[src/sv/gks_ram.sv]
`timescale 1ns / 1ps
// ----------------------------------------------------------------------------
// gks_ram
// generic simple dual port ram, one write and one registered read per cycle
// ----------------------------------------------------------------------------
module gks_ram #(
  parameter int unsigned WIDTH = 8,
  parameter int unsigned DEPTH = 16
) (
  input  logic                     clk,
  input  logic                     we,
  input  logic [$clog2(DEPTH)-1:0] waddr,
  input  logic [WIDTH-1:0]         wdata,
  input  logic [$clog2(DEPTH)-1:0] raddr,
  output logic [WIDTH-1:0]         rdata
);

  logic [WIDTH-1:0] mem [DEPTH];
  logic [WIDTH-1:0] rdata_r;

  always_ff @(posedge clk) begin
    if (we) begin
      mem[waddr] <= wdata;
    end
    rdata_r <= mem[raddr];
  end

  assign rdata = rdata_r;

endmodule
[config.mk]
export PLATFORM = sky130hd
export DESIGN_NAME = gks_ram
export DESIGN_NICKNAME = d
export VERILOG_FILES = /design/src/sv/gks_ram.sv
export SDC_FILE = /design/constraint.sdc
export NUM_CORES = 1
export LEC_CHECK = 0
export ABC_AREA = 1
export BUFFER_PORTS_ARGS = -buffer_cell sky130_fd_sc_hd__buf_2
export CORE_UTILIZATION = 29
export DETAILED_ROUTE_END_ITERATION = 8
export GPL_TIMING_DRIVEN = 0
export SYNTH_ARGS = -nofsm -noshare
export SYNTH_HDL_FRONTEND = slang
export SYNTH_SLANG_ARGS = --single-unit
[constraint.sdc]
create_clock -name clk -period 1.2 [get_ports clk]
set_clock_uncertainty 0.15 [all_clocks]
set_input_delay 0.06 -clock clk [delete_from_list [all_inputs] [get_ports clk]]
set_output_delay 0.06 -clock clk [all_outputs]
set_load 0.005 [all_outputs]
* After elaboration in Yosys (flattened, before gate mapping) *
Memories as Yosys holds them, arrays and structs flattened. A register that Yosys moved wholly into a read port is not among the register bits.
Index checks and enable logic that the tools add are counted.

cells by class
  add/subtract/negate cells = 0
  shift operators = 0
  divide/modulo/power cells = 0
  $lt $le $gt $ge = 0
  muxes and demuxes = 2
  equal/unequal tests = 0
  reduce and logical (&&, ||, !) cells = 0
  bitwise gates (word level) = 0
  $mul = 0

operators with widths
  cell     count
  $mux W1  2

word-level totals
  bits of input ports = 18
  memory bits (writable) = 128
  register bits = 0
  latch bits = 0
  bits in read-only memories = 0
  output and inout port bits = 8
  word-level logic and storage cells = 3
  memories kept = 1

memories
  name  words  width  read ports  clocked after Yosys merged registers in  write ports  line  text
  mem   16     8      1           1                                        1            18    logic [WIDTH-1:0] mem [DEPTH];

* Logic depth before layout (Yosys ltp) *
Gate-level depths: netlist (run 1).

  depth in word-level cells = 2
  depth in mapped cells = 8
  mapped depth without buffers = 7

* Worst setup path after synthesis (run 1) *
No wires, ideal clock.

  path kind = input to register
  start = input port waddr[3]
  end = memory mem[4][0], enable pin
  setup slack = 0.039 ns
  setup time = 0.370 ns
  data required time = 0.680 ns
  stages = 2
  buffers on the path = 0
  arrival time = 0.641 ns
  cell sequence = nand3b_1 nor2_1

RTL lines
  what             line  text
  start, declared  12    input logic [$clog2(DEPTH)-1:0] waddr,
  end, declared    18

Straight into the memory's write port.

* Final worst setup path (run 1) *
  start = input port waddr[2]
  end = memory mem[9][3], enable pin

Straight into the memory's write port.

==> qor.csv, run 1 <==
metric;value;unit
status;finished, violations left;
failing checks;negative setup slack;
final core utilization;36.1;%
Final Max Tran Viols;0;
die footprint;20500;µm²
Final ANT Viol Nets;0;
critical path class;in -> reg;
async set or reset register ratio after synthesis;0;%
#FFs+latches synth;136;
DR vias/cell;4.34;
first-pass GRT wire length;21500;µm
Mapped Area;5770;µm²
logic gate share of total power;6.6;%
area occupied by multi-input gates;1280;µm²
layout cell share with drive strength beyond 1;15.4;%
power share of the clock group;46.8;%
Hold Crit Class;in -> reg;
Main synth FF type;edfxtp_1;
leak pwr;2.97;nW
total global routing track utilization;15.1;%
minimum clock period;1240;ps
most frequent cell after synthesis;nand2_1;
Initial DRC Count;307;
Synth Net Count;569;
Tightest Pin Transition;858;ps
Syn-to-layout area delta;21.8;%
drt total wl;14200;µm
syn avg cell area;10.5;µm²
HPWL Detailed;9130;µm
Num Clock Sinks;136;
FF-to-FF setup slack;20;ps
register area;4000;µm²
Switching Share;21.5;%
CTS buffer count;17;
Place WS;-523;ps
Post-synth EDFFs;128;
I/O pin count;26;
placed cell area;6210;µm²
area leader, netlist;edfxtp_1;
period utilisation layout;104;%
Hold Fails Final Rpt;0;
clk slew on worst S/H paths;50;ps
drt first pass iters;5;
Worst Path Required;1100;ps
final instance count without filler cells;882;
setup repair bufs after CTS;0;
WL per Instance;16.1;µm
Die H;143;µm
final instance area;7030;µm²
Max-slew headroom;42.6;%
CTS root buf;clkbuf_16;
power share of the sequential group;46.6;%
Maximum Capacitance Violations;0;
CTS H-tree depth;4;
post-route setup slack;-43.7;ps
antenna cells;0;
hold_ws;37.5;ps
clock buffer depth;2;
fmax;0.804;GHz
antenna violations before repair;0;
Pint;9.00;mW
vias in the first global route;3689;
final setup TNS;-493;ps
GPL Wtd Cong;0.864;
largest net degree at the start of global routing;17;
sequential area share after synthesis;69.4;%
Synth area leaders;edfxtp_1 (67%), nand2_1 (11%), nand3_1 (8.4%), inv_1 (6.5%), dfxtp_1 (2.8%);
Final #Nets;624;
crit path DAT;1140;ps
Finish-stage setup viols;16;
worst skew pair latency;420;ps
Initial Util;29.6;%
Max VDD drop;1020;µV
NetSw;2.46;mW
crit start category;input port;
vias;3826;
total power;11.5;mW
Die Span X;143;µm
# DRC;0;
RSZ-0062 raised after global routing;yes;
core area;19500;µm²
Cells after Synth;551;
Synth top cells by count;nand2_1 (173), edfxtp_1 (128), inv_1 (100), nand3_1 (97), nor2_1 (17);
Synth top area share;66.7;%
crit path max fanout;8;
GRT overflow;0;
DP Cell Count;838;
CTS tree;done;
power density over cell area;1630;nW/µm²
Distinct cells, synth;12;
Rows;51;
crit end category;flip-flop;
warnings from Yosys;0;
IO Port Bufs;22;
fill cell total of the finished layout;1924;
## path summary, 6_finish.rpt
kind	from	endpoint	cells past startpoint
worst min-delay path	raddr[1]	rdata[2]$_DFF_P_	6
worst max register to register	mem[9][1]$_DFFE_PP_	rdata[1]$_DFF_P_	6
worst max-delay path	waddr[2]	mem[9][3]$_DFFE_PP_	3
worst min register to register	mem[6][2]$_DFFE_PP_	rdata[2]$_DFF_P_	6
## power groups by stage
stage / Clock [mW] / Sequential (mW) / Combinational [mW]
3_3_place_gp: 0 / 5.44 / 0.679
5_1_grt: 5.59 / 5.35 / 0.832
3_5_place_dp: 0 / 5.44 / 0.690
4_1_cts: 5.40 / 5.34 / 0.737
6_report: 5.37 / 5.34 / 0.756
2_1_floorplan: 0 / 5.44 / 0.375
## state kept, by name, summed over array words and instances, names as in the netlist
| name | count |
|---|---|
| mem | 128 |
| rdata | 8 |
## routing by layer
| layer | wire length (µm) | vias up | part of all wire [%] | global-route usage, % |
|---|---|---|---|---|
| li1 | - | 1884 | - | - |
| met1 | 6510 | 1765 | 46 | 20.1 |
| met2 | 6300 | 147 | 44 | 22.7 |
| met3 | 898 | 30 | 6.3 | 3.45 |
| met4 | 487 | 0 | 3.4 | 8.15 |
| met5 | 0 | - | 0 | 0 |
## critical path, cell delays in order
cell and delay [ps]:
buf_2 120, nand3b_1 250, nor2_1 710
## timing repair
action | in CTS | in global routing
hold buffers | 14 | 0
endpoints found under the setup margin | 32 | 53
pin swaps | 0 | 1
gates resized for setup | 6 | 14
hold endpoints to repair | 135 | 0
## cells in the final DEF (no fill, tap or decap), types with 6 or more instances in the layout
cell type / n
buf_2: 35
clkbuf_16: 17
buf_6: 6
dlygate4sd3_1: 14
nor2_1: 8
nand3_2: 8
nand3_1: 89
nand2_1: 170
nor2_2: 9
edfxtp_1: 128
inv_1: 100
dfxtp_1: 8
## cells by family (layout without fill, tap and decap cells)
kind of cell | after synthesis | in the layout | synth area share [%]
DFF | 136 | 136 | 69.4
buffers and inverters | 126 | 192 | 9.52
and+or+nand+nor | 289 | 289 | 21.0
## final cells by class
cell class                 instances  share of cell area [%]
clock buffer                      18                    6.11
multi-input combinational        289                    18.3
inverter                         102                    5.45
sequential                       136                    57.0
buffer                            24                    2.37
timing repair buffer              36                    3.56
tap                              265                    4.72
clock inverter                    12                    2.55
Power figures use the tool's default switching activity.
==> run 2: changes to the inputs <==
--- a/config.mk
+++ b/config.mk
@@ -7,9 +7,10 @@
 export LEC_CHECK = 0
 export ABC_AREA = 1
 export BUFFER_PORTS_ARGS = -buffer_cell sky130_fd_sc_hd__buf_2
-export CORE_UTILIZATION = 29
+export CORE_UTILIZATION = 55
 export DETAILED_ROUTE_END_ITERATION = 8
 export GPL_TIMING_DRIVEN = 0
+export PLACE_DENSITY = 0.75
 export SYNTH_ARGS = -nofsm -noshare
 export SYNTH_HDL_FRONTEND = slang
 export SYNTH_SLANG_ARGS = --single-unit
==> qor.csv, run 2 (same netlist as run 1, synthesis figures left out) <==
metric;value;unit;change
commonest non-fill, non-tap cells in the layout;nand2_1 (172), edfxtp_1 (128), inv_1 (100), nand3_1 (86), buf_2 (35);;
GRT busiest layer;met2;;
WL per Instance;18.6;µm;+16%
critical path class;in -> reg;;
antenna cells;0;;unchanged
DR vias/cell;5.35;;+23%
leak pwr;3.01;nW;+1.2%
total global routing track utilization;27.8;%;+13 points
final instance count without filler cells;757;;-14%
Pint;9.13;mW;+1.4%
routing usage on met1;36.8;%;+17 points
core area;10200;µm²;-47%
Tightest Pin Transition;928;ps;+70.8 ps
worst skew pair latency;530;ps;+110 ps
IO Port Bufs;22;;unchanged
clock buffer depth;2;;unchanged
CTS tree;done;;
die footprint;10900;µm²;-47%
Syn-to-layout area delta;19.4;%;
antenna violations before repair;0;;unchanged
fmax;0.819;GHz;+1.8%
I/O pin count;26;;unchanged
first-pass GRT wire length;21500;µm;-0.29%
GRT overflow;0;;unchanged
Max-slew headroom;37.9;%;-4.7 points
logic gate share of total power;6.6;%;about the same
crit start category;input port;;
DP Cell Count;709;;-15%
crit path max fanout;8;;unchanged
RSZ-0062 raised after global routing;yes;;
post-route setup slack;-21.4;ps;+22.3 ps
HPWL Detailed;8820;µm;-3.3%
status;finished, violations left;;
CTS root buf;clkbuf_8;;
clk slew on worst S/H paths;50;ps;about the same
Maximum Capacitance Violations;0;;unchanged
Final Max Tran Viols;0;;unchanged
GRT met3 Usage;6.64;%;+3.2 points
largest net degree at the start of global routing;17;;unchanged
drt first pass iters;9;;+4
Final ANT Viol Nets;0;;unchanged
Place WS;-495;ps;+28.2 ps
failing checks;design-rule violations, negative hold slack, negative setup slack;;
setup repair bufs after CTS;0;;unchanged
vias in the first global route;3879;;+5.2%
crit path DAT;1220;ps;+80 ps
Die H;104;µm;-27%
Final #Nets;626;;+0.32%
NetSw;2.39;mW;-2.9%
Finish-stage setup viols;8;;-8
vias;4051;;+5.9%
M2 GR Usage;43.5;%;+21 points
Max VDD drop;1080;µV;+5.7%
Hold Crit Class;in -> reg;;
crit end category;flip-flop;;
power share of the sequential group;46.4;%;-0.2 points
Hold Fails Final Rpt;7;;+7
GPL Wtd Cong;0.899;;+4.0%
power share of the clock group;47.1;%;+0.3 points
final setup TNS;-146;ps;+347 ps
hold_ws;-13.4;ps;-50.9 ps
drt total wl;14100;µm;-0.58%
layout cell share with drive strength beyond 1;14.0;%;-1.4 points
Largest Register;mem;;
# DRC;3;;+3
minimum clock period;1220;ps;-22.3 ps
Initial DRC Count;434;;+41%
Switching Share;20.8;%;-0.72 points
power density over cell area;1670;nW/µm²;+2.6%
max reg flops;128;;unchanged
CTS buffer count;17;;unchanged
commonest non-fill, non-tap cell in the layout;nand2_1;;
CTS H-tree depth;4;;unchanged
Initial Util;56.4;%;+27 points
Rows;37;;-27%
Worst Path Required;1200;ps;+100 ps
Die Span X;104;µm;-27%
period utilisation layout;102;%;-1.9 points
Num Clock Sinks;136;;unchanged
[run 2: power by group through the flow]
stage	logic, mW	clock network, mW	registers (mW)
floorplan	0.375	0	5.44
global placement	0.651	0	5.43
detailed placement	0.669	0	5.44
CTS	0.725	5.42	5.34
global route	0.816	5.63	5.35
finish	0.756	5.42	5.34
[run 2: metrics by stage]
step / utilization [%] / instance area, µm² / power [mW]
global placement: 59.1 / 6050 / 6.08
detailed placement: 59.1 / 6050 / 6.11
finish: 67.3 / 6890 / 11.5
floorplan: - / 5770 / 5.81
CTS: 66.7 / 6830 / 11.5
global route: 67.3 / 6890 / 11.8
[run 2: routing by layer]
metal / wire (µm) / vias to the layer above
met5: 0 / -
met4: 401 / 0
met3: 1440 / 36
met2: 6710 / 252
met1: 5560 / 1875
li1: - / 1888
[run 2: final timing paths]
kind	start	end	slack [ps]	cells after the start
max reg2reg	mem[9][2]$_DFFE_PP_	rdata[2]$_DFF_P_	40	6
min	raddr[2]	rdata[5]$_DFF_P_	-10	5
max	waddr[3]	mem[6][5]$_DFFE_PP_	-20	3
min reg2reg	mem[4][0]$_DFFE_PP_	rdata[0]$_DFF_P_	560	6
[run 2: final cells by class]
cell class	count	area, µm²
Inverter	102	383
Fill cell	741	3340
Timing Repair Buffer	39	283
Sequential cell	136	4000
Clock inverter	10	178
Buffer	23	163
Tap cell	136	170
Multi-Input combinational cell	289	1270
Clock buffer	22	433
[run 2: critical path, stage by stage]
cell      delay [ps]
buf_2            120
nand3b_1         270
nor2_1           770
[run 2: what timing repair did]
action,CTS,global route
hold endpoints to repair,144,0
resized for setup,0,14
hold buffers,17,0
setup endpoints to repair,0,32
==> run 3: changes to the inputs <==
==> config.mk (replaced) <==
export PLATFORM = sky130hd
export DESIGN_NAME = gks_ram
export DESIGN_NICKNAME = d
export VERILOG_FILES = /design/src/sv/gks_ram.sv
export SDC_FILE = /design/constraint.sdc
export NUM_CORES = 1
export LEC_CHECK = 0
export BUFFER_PORTS_ARGS = -buffer_cell sky130_fd_sc_hd__buf_2
export CORE_UTILIZATION = 54
export DETAILED_ROUTE_END_ITERATION = 8
export GPL_TIMING_DRIVEN = 0
export PLACE_DENSITY = 0.74
export SYNTH_ARGS = -nofsm -noshare
export SYNTH_HDL_FRONTEND = slang
export SYNTH_SLANG_ARGS = --single-unit
==> qor.csv, run 3 <==
metric;value;unit;change
syn avg cell area;22.5;µm²;+110%
first-pass GRT wire length;14900;µm;-31%
Switching Share;21.0;%;+0.27 points
Final ANT Viol Nets;0;;unchanged
Synth area leaders;edfxtp_1 (75%), mux4_2 (7.9%), mux4_1 (7.1%), dfxtp_1 (3.1%), a22oi_1 (2.3%);;
vias in the first global route;2482;;-36%
Distinct cells, synth;19;;+7
fill cell total of the finished layout;583;;-21%
leak pwr;2.02;nW;-33%
Pint;8.59;mW;-5.9%
HPWL Detailed;6190;µm;-30%
total power;10.9;mW;-5.5%
hold_buf cts;8;;-9
NetSw;2.29;mW;-4.3%
Final #Nets;298;;-52%
crit path max fanout;1;;-7
Rows;35;;-5.4%
WL per Instance;23.5;µm;+26%
Synth top area share;74.7;%;+8.0 points
final instance count without filler cells;422;;-44%
worst skew pair latency;510;ps;-20 ps
Synth top cells by count;edfxtp_1 (128), mux4_2 (18), a22oi_1 (16), mux4_1 (14), nor2_1 (13);;
CTS buffer count;17;;unchanged
power share of the sequential group;49.1;%;+2.7 points
worst reg2reg startpoint;mem[3][3]$_DFFE_PP_;;
Hold Crit Class;in -> reg;;
warnings from Yosys;0;;unchanged
core area;9240;µm²;-9.7%
Maximum Capacitance Violations;0;;unchanged
Finish-stage setup viols;8;;unchanged
async set or reset register ratio after synthesis;0;%;unchanged
die footprint;9930;µm²;-8.9%
#FFs+latches synth;136;;unchanged
Synth Net Count;247;;-57%
fmax;0.700;GHz;-15%
Critical Path Source;mem[3][3]$_DFFE_PP_;;
CP max stage cell;mux4_2;;
Mapped Area;5150;µm²;-11%
DR vias/cell;5.73;;+7.1%
sequential area share after synthesis;77.8;%;+8.4 points
max reg flops;128;;unchanged
commonest non-fill, non-tap cells in the layout;edfxtp_1 (128), mux4_2 (32), buf_2 (27), clkbuf_16 (16), a22oi_2 (12);;
Die Span X;99.6;µm;-4.6%
critical path class;reg -> reg;;
most frequent cell after synthesis;edfxtp_1;;
Post-synth EDFFs;128;;unchanged
Max-slew headroom;43.5;%;+5.6 points
# DRC;0;;-3
clock buffer depth;2;;unchanged
clk slew on worst S/H paths;70;ps;+20 ps
crit start category;flip-flop;;
Cells after Synth;229;;-58%
total global routing track utilization;22.4;%;-5.3 points
minimum clock period;1430;ps;+207 ps
Main synth FF type;edfxtp_1;;
hold_sp;waddr[1];;
final core utilization;67.1;%;-0.22 points
antenna violations before repair;0;;unchanged
Syn-to-layout area delta;20.4;%;
RSZ-0062 raised after global routing;yes;;
period utilisation layout;119;%;+17 points
GRT overflow;0;;unchanged
post-route setup slack;-229;ps;-207 ps
CTS H-tree depth;4;;unchanged
Initial DRC Count;261;;-40%
crit path DAT;1680;ps;+460 ps
hold_ws;-94.2;ps;-80.7 ps
Initial Util;55.7;%;-0.66 points
I/O pin count;26;;unchanged
status;finished, violations left;;
failing checks;negative hold slack, negative setup slack;;
crit end category;flip-flop;;
GPL Wtd Cong;0.718;;-20%
IO Port Bufs;24;;+9.1%
CTS tree;done;;
Tightest Pin Transition;845;ps;-83.6 ps
logic gate share of total power;5.4;%;-1.2 points
critical-path cell list;mux4_2, a22oi_2, nand2_1;;
commonest non-fill, non-tap cell in the layout;edfxtp_1;;
Die H;99.6;µm;-4.6%
power density over cell area;1750;nW/µm²;+4.9%
setup repair bufs after CTS;0;;unchanged
Max VDD drop;989;µV;-8.3%
CTS root buf;clkbuf_8;;
DP Cell Count;382;;-46%
layout cell share with drive strength beyond 1;42.0;%;+28 points
Largest Register;mem;;
Slowest Stage Delay on Critical Path;480;ps;-290 ps
antenna cells;0;;unchanged
Worst Path Required;1450;ps;+250 ps
Num Clock Sinks;136;;unchanged
power share of the clock group;45.5;%;-1.6 points
drt total wl;9930;µm;-30%
Hold Fails Final Rpt;40;;+33
drt first pass iters;4;;-5
Final Max Tran Viols;0;;unchanged
largest net degree at the start of global routing;17;;unchanged
area leader, netlist;edfxtp_1;;
vias;2418;;-40%
-- run 3: cell count changes after synthesis, sizes merged, moves of 2 or more --
cell	delta
inv	-102
a22oi	+16
nand2b	+2
buf	-17
nor2	-4
nor3	+4
nand3	-96
clkdlybuf4s25	+3
nand2	-164
mux4	+32
-- run 3: logic make-up after synthesis --
| kind of cell | share of synthesized area [%] |
|---|---|
| compound gates | 2.33 |
| buf+inv | 1.68 |
| flops | 77.8 |
| mux | 15.0 |
| simple gates | 3.18 |
-- run 3: repair_timing --
item | CTS | global route
gates resized for setup | 8 | 10
setup endpoints to repair | 8 | 49
hold endpoints to repair | 186 | 35
pin swaps | 1 | 2
-- run 3: area by class of cell --
| type | count | area, µm² | area share [%] |
|---|---|---|---|
| buffer | 10 | 120 | 1.94 |
| clock inverter | 14 | 151 | 2.44 |
| tap | 129 | 161 | 2.60 |
| clock buffer | 18 | 428 | 6.90 |
| timing repair buffer | 32 | 200 | 3.23 |
| sequential | 136 | 4000 | 64.6 |
| multi-input combinational | 83 | 1130 | 18.3 |
-- run 3: routing by layer --
layer	vias up	wire length (µm)	track usage, %
met5	-	0	0
met4	0	116	8.03
met3	10	618	5.97
met2	96	5020	34.2
met1	1248	4170	31.8
li1	1064	-	-
-- run 3: path summary, 6_finish.rpt --
check | end | slack [ps] | depth (start not counted)
worst min register to register | rdata[0]$_DFF_P_ | 540 | 3
worst max-delay path | rdata[3]$_DFF_P_ | -230 | 3
worst min-delay path | mem[8][2]$_DFFE_PP_ | -90 | 2
worst max register to register | rdata[3]$_DFF_P_ | -230 | 3
-- run 3: worst max-delay path: cells and delay by family (launching register included) --
family           cells  cell delay, ps
AO/OA/AOI/OAI        1             240
flip-flops           1             360
multiplexers         1             480
AND/OR/NAND/NOR      1              80
-- run 3: metrics by stage --
stage	setup WS, ps	hold slack, ps	TNS (ps)	cell area [µm²]
6_report	-229	-94.2	-1640	6200
5_1_grt	-279	-97.8	-2040	6200
4_1_cts	-241	-133	-1740	6160
3_5_place_dp	-515	287	-53430	5460
3_3_place_gp	-485	287	-50030	5460
2_1_floorplan	-143	8.87	-1760	5180
-- run 3: power groups by stage --
stage | Clock (mW) | Combinational (mW) | Sequential [mW]
after floorplan | 0 | 0.303 | 5.44
after global placement | 0 | 0.522 | 5.43
after detailed placement | 0 | 0.540 | 5.44
after CTS | 5.01 | 0.581 | 5.34
after global routing | 5.22 | 0.626 | 5.35
final | 4.95 | 0.589 | 5.34
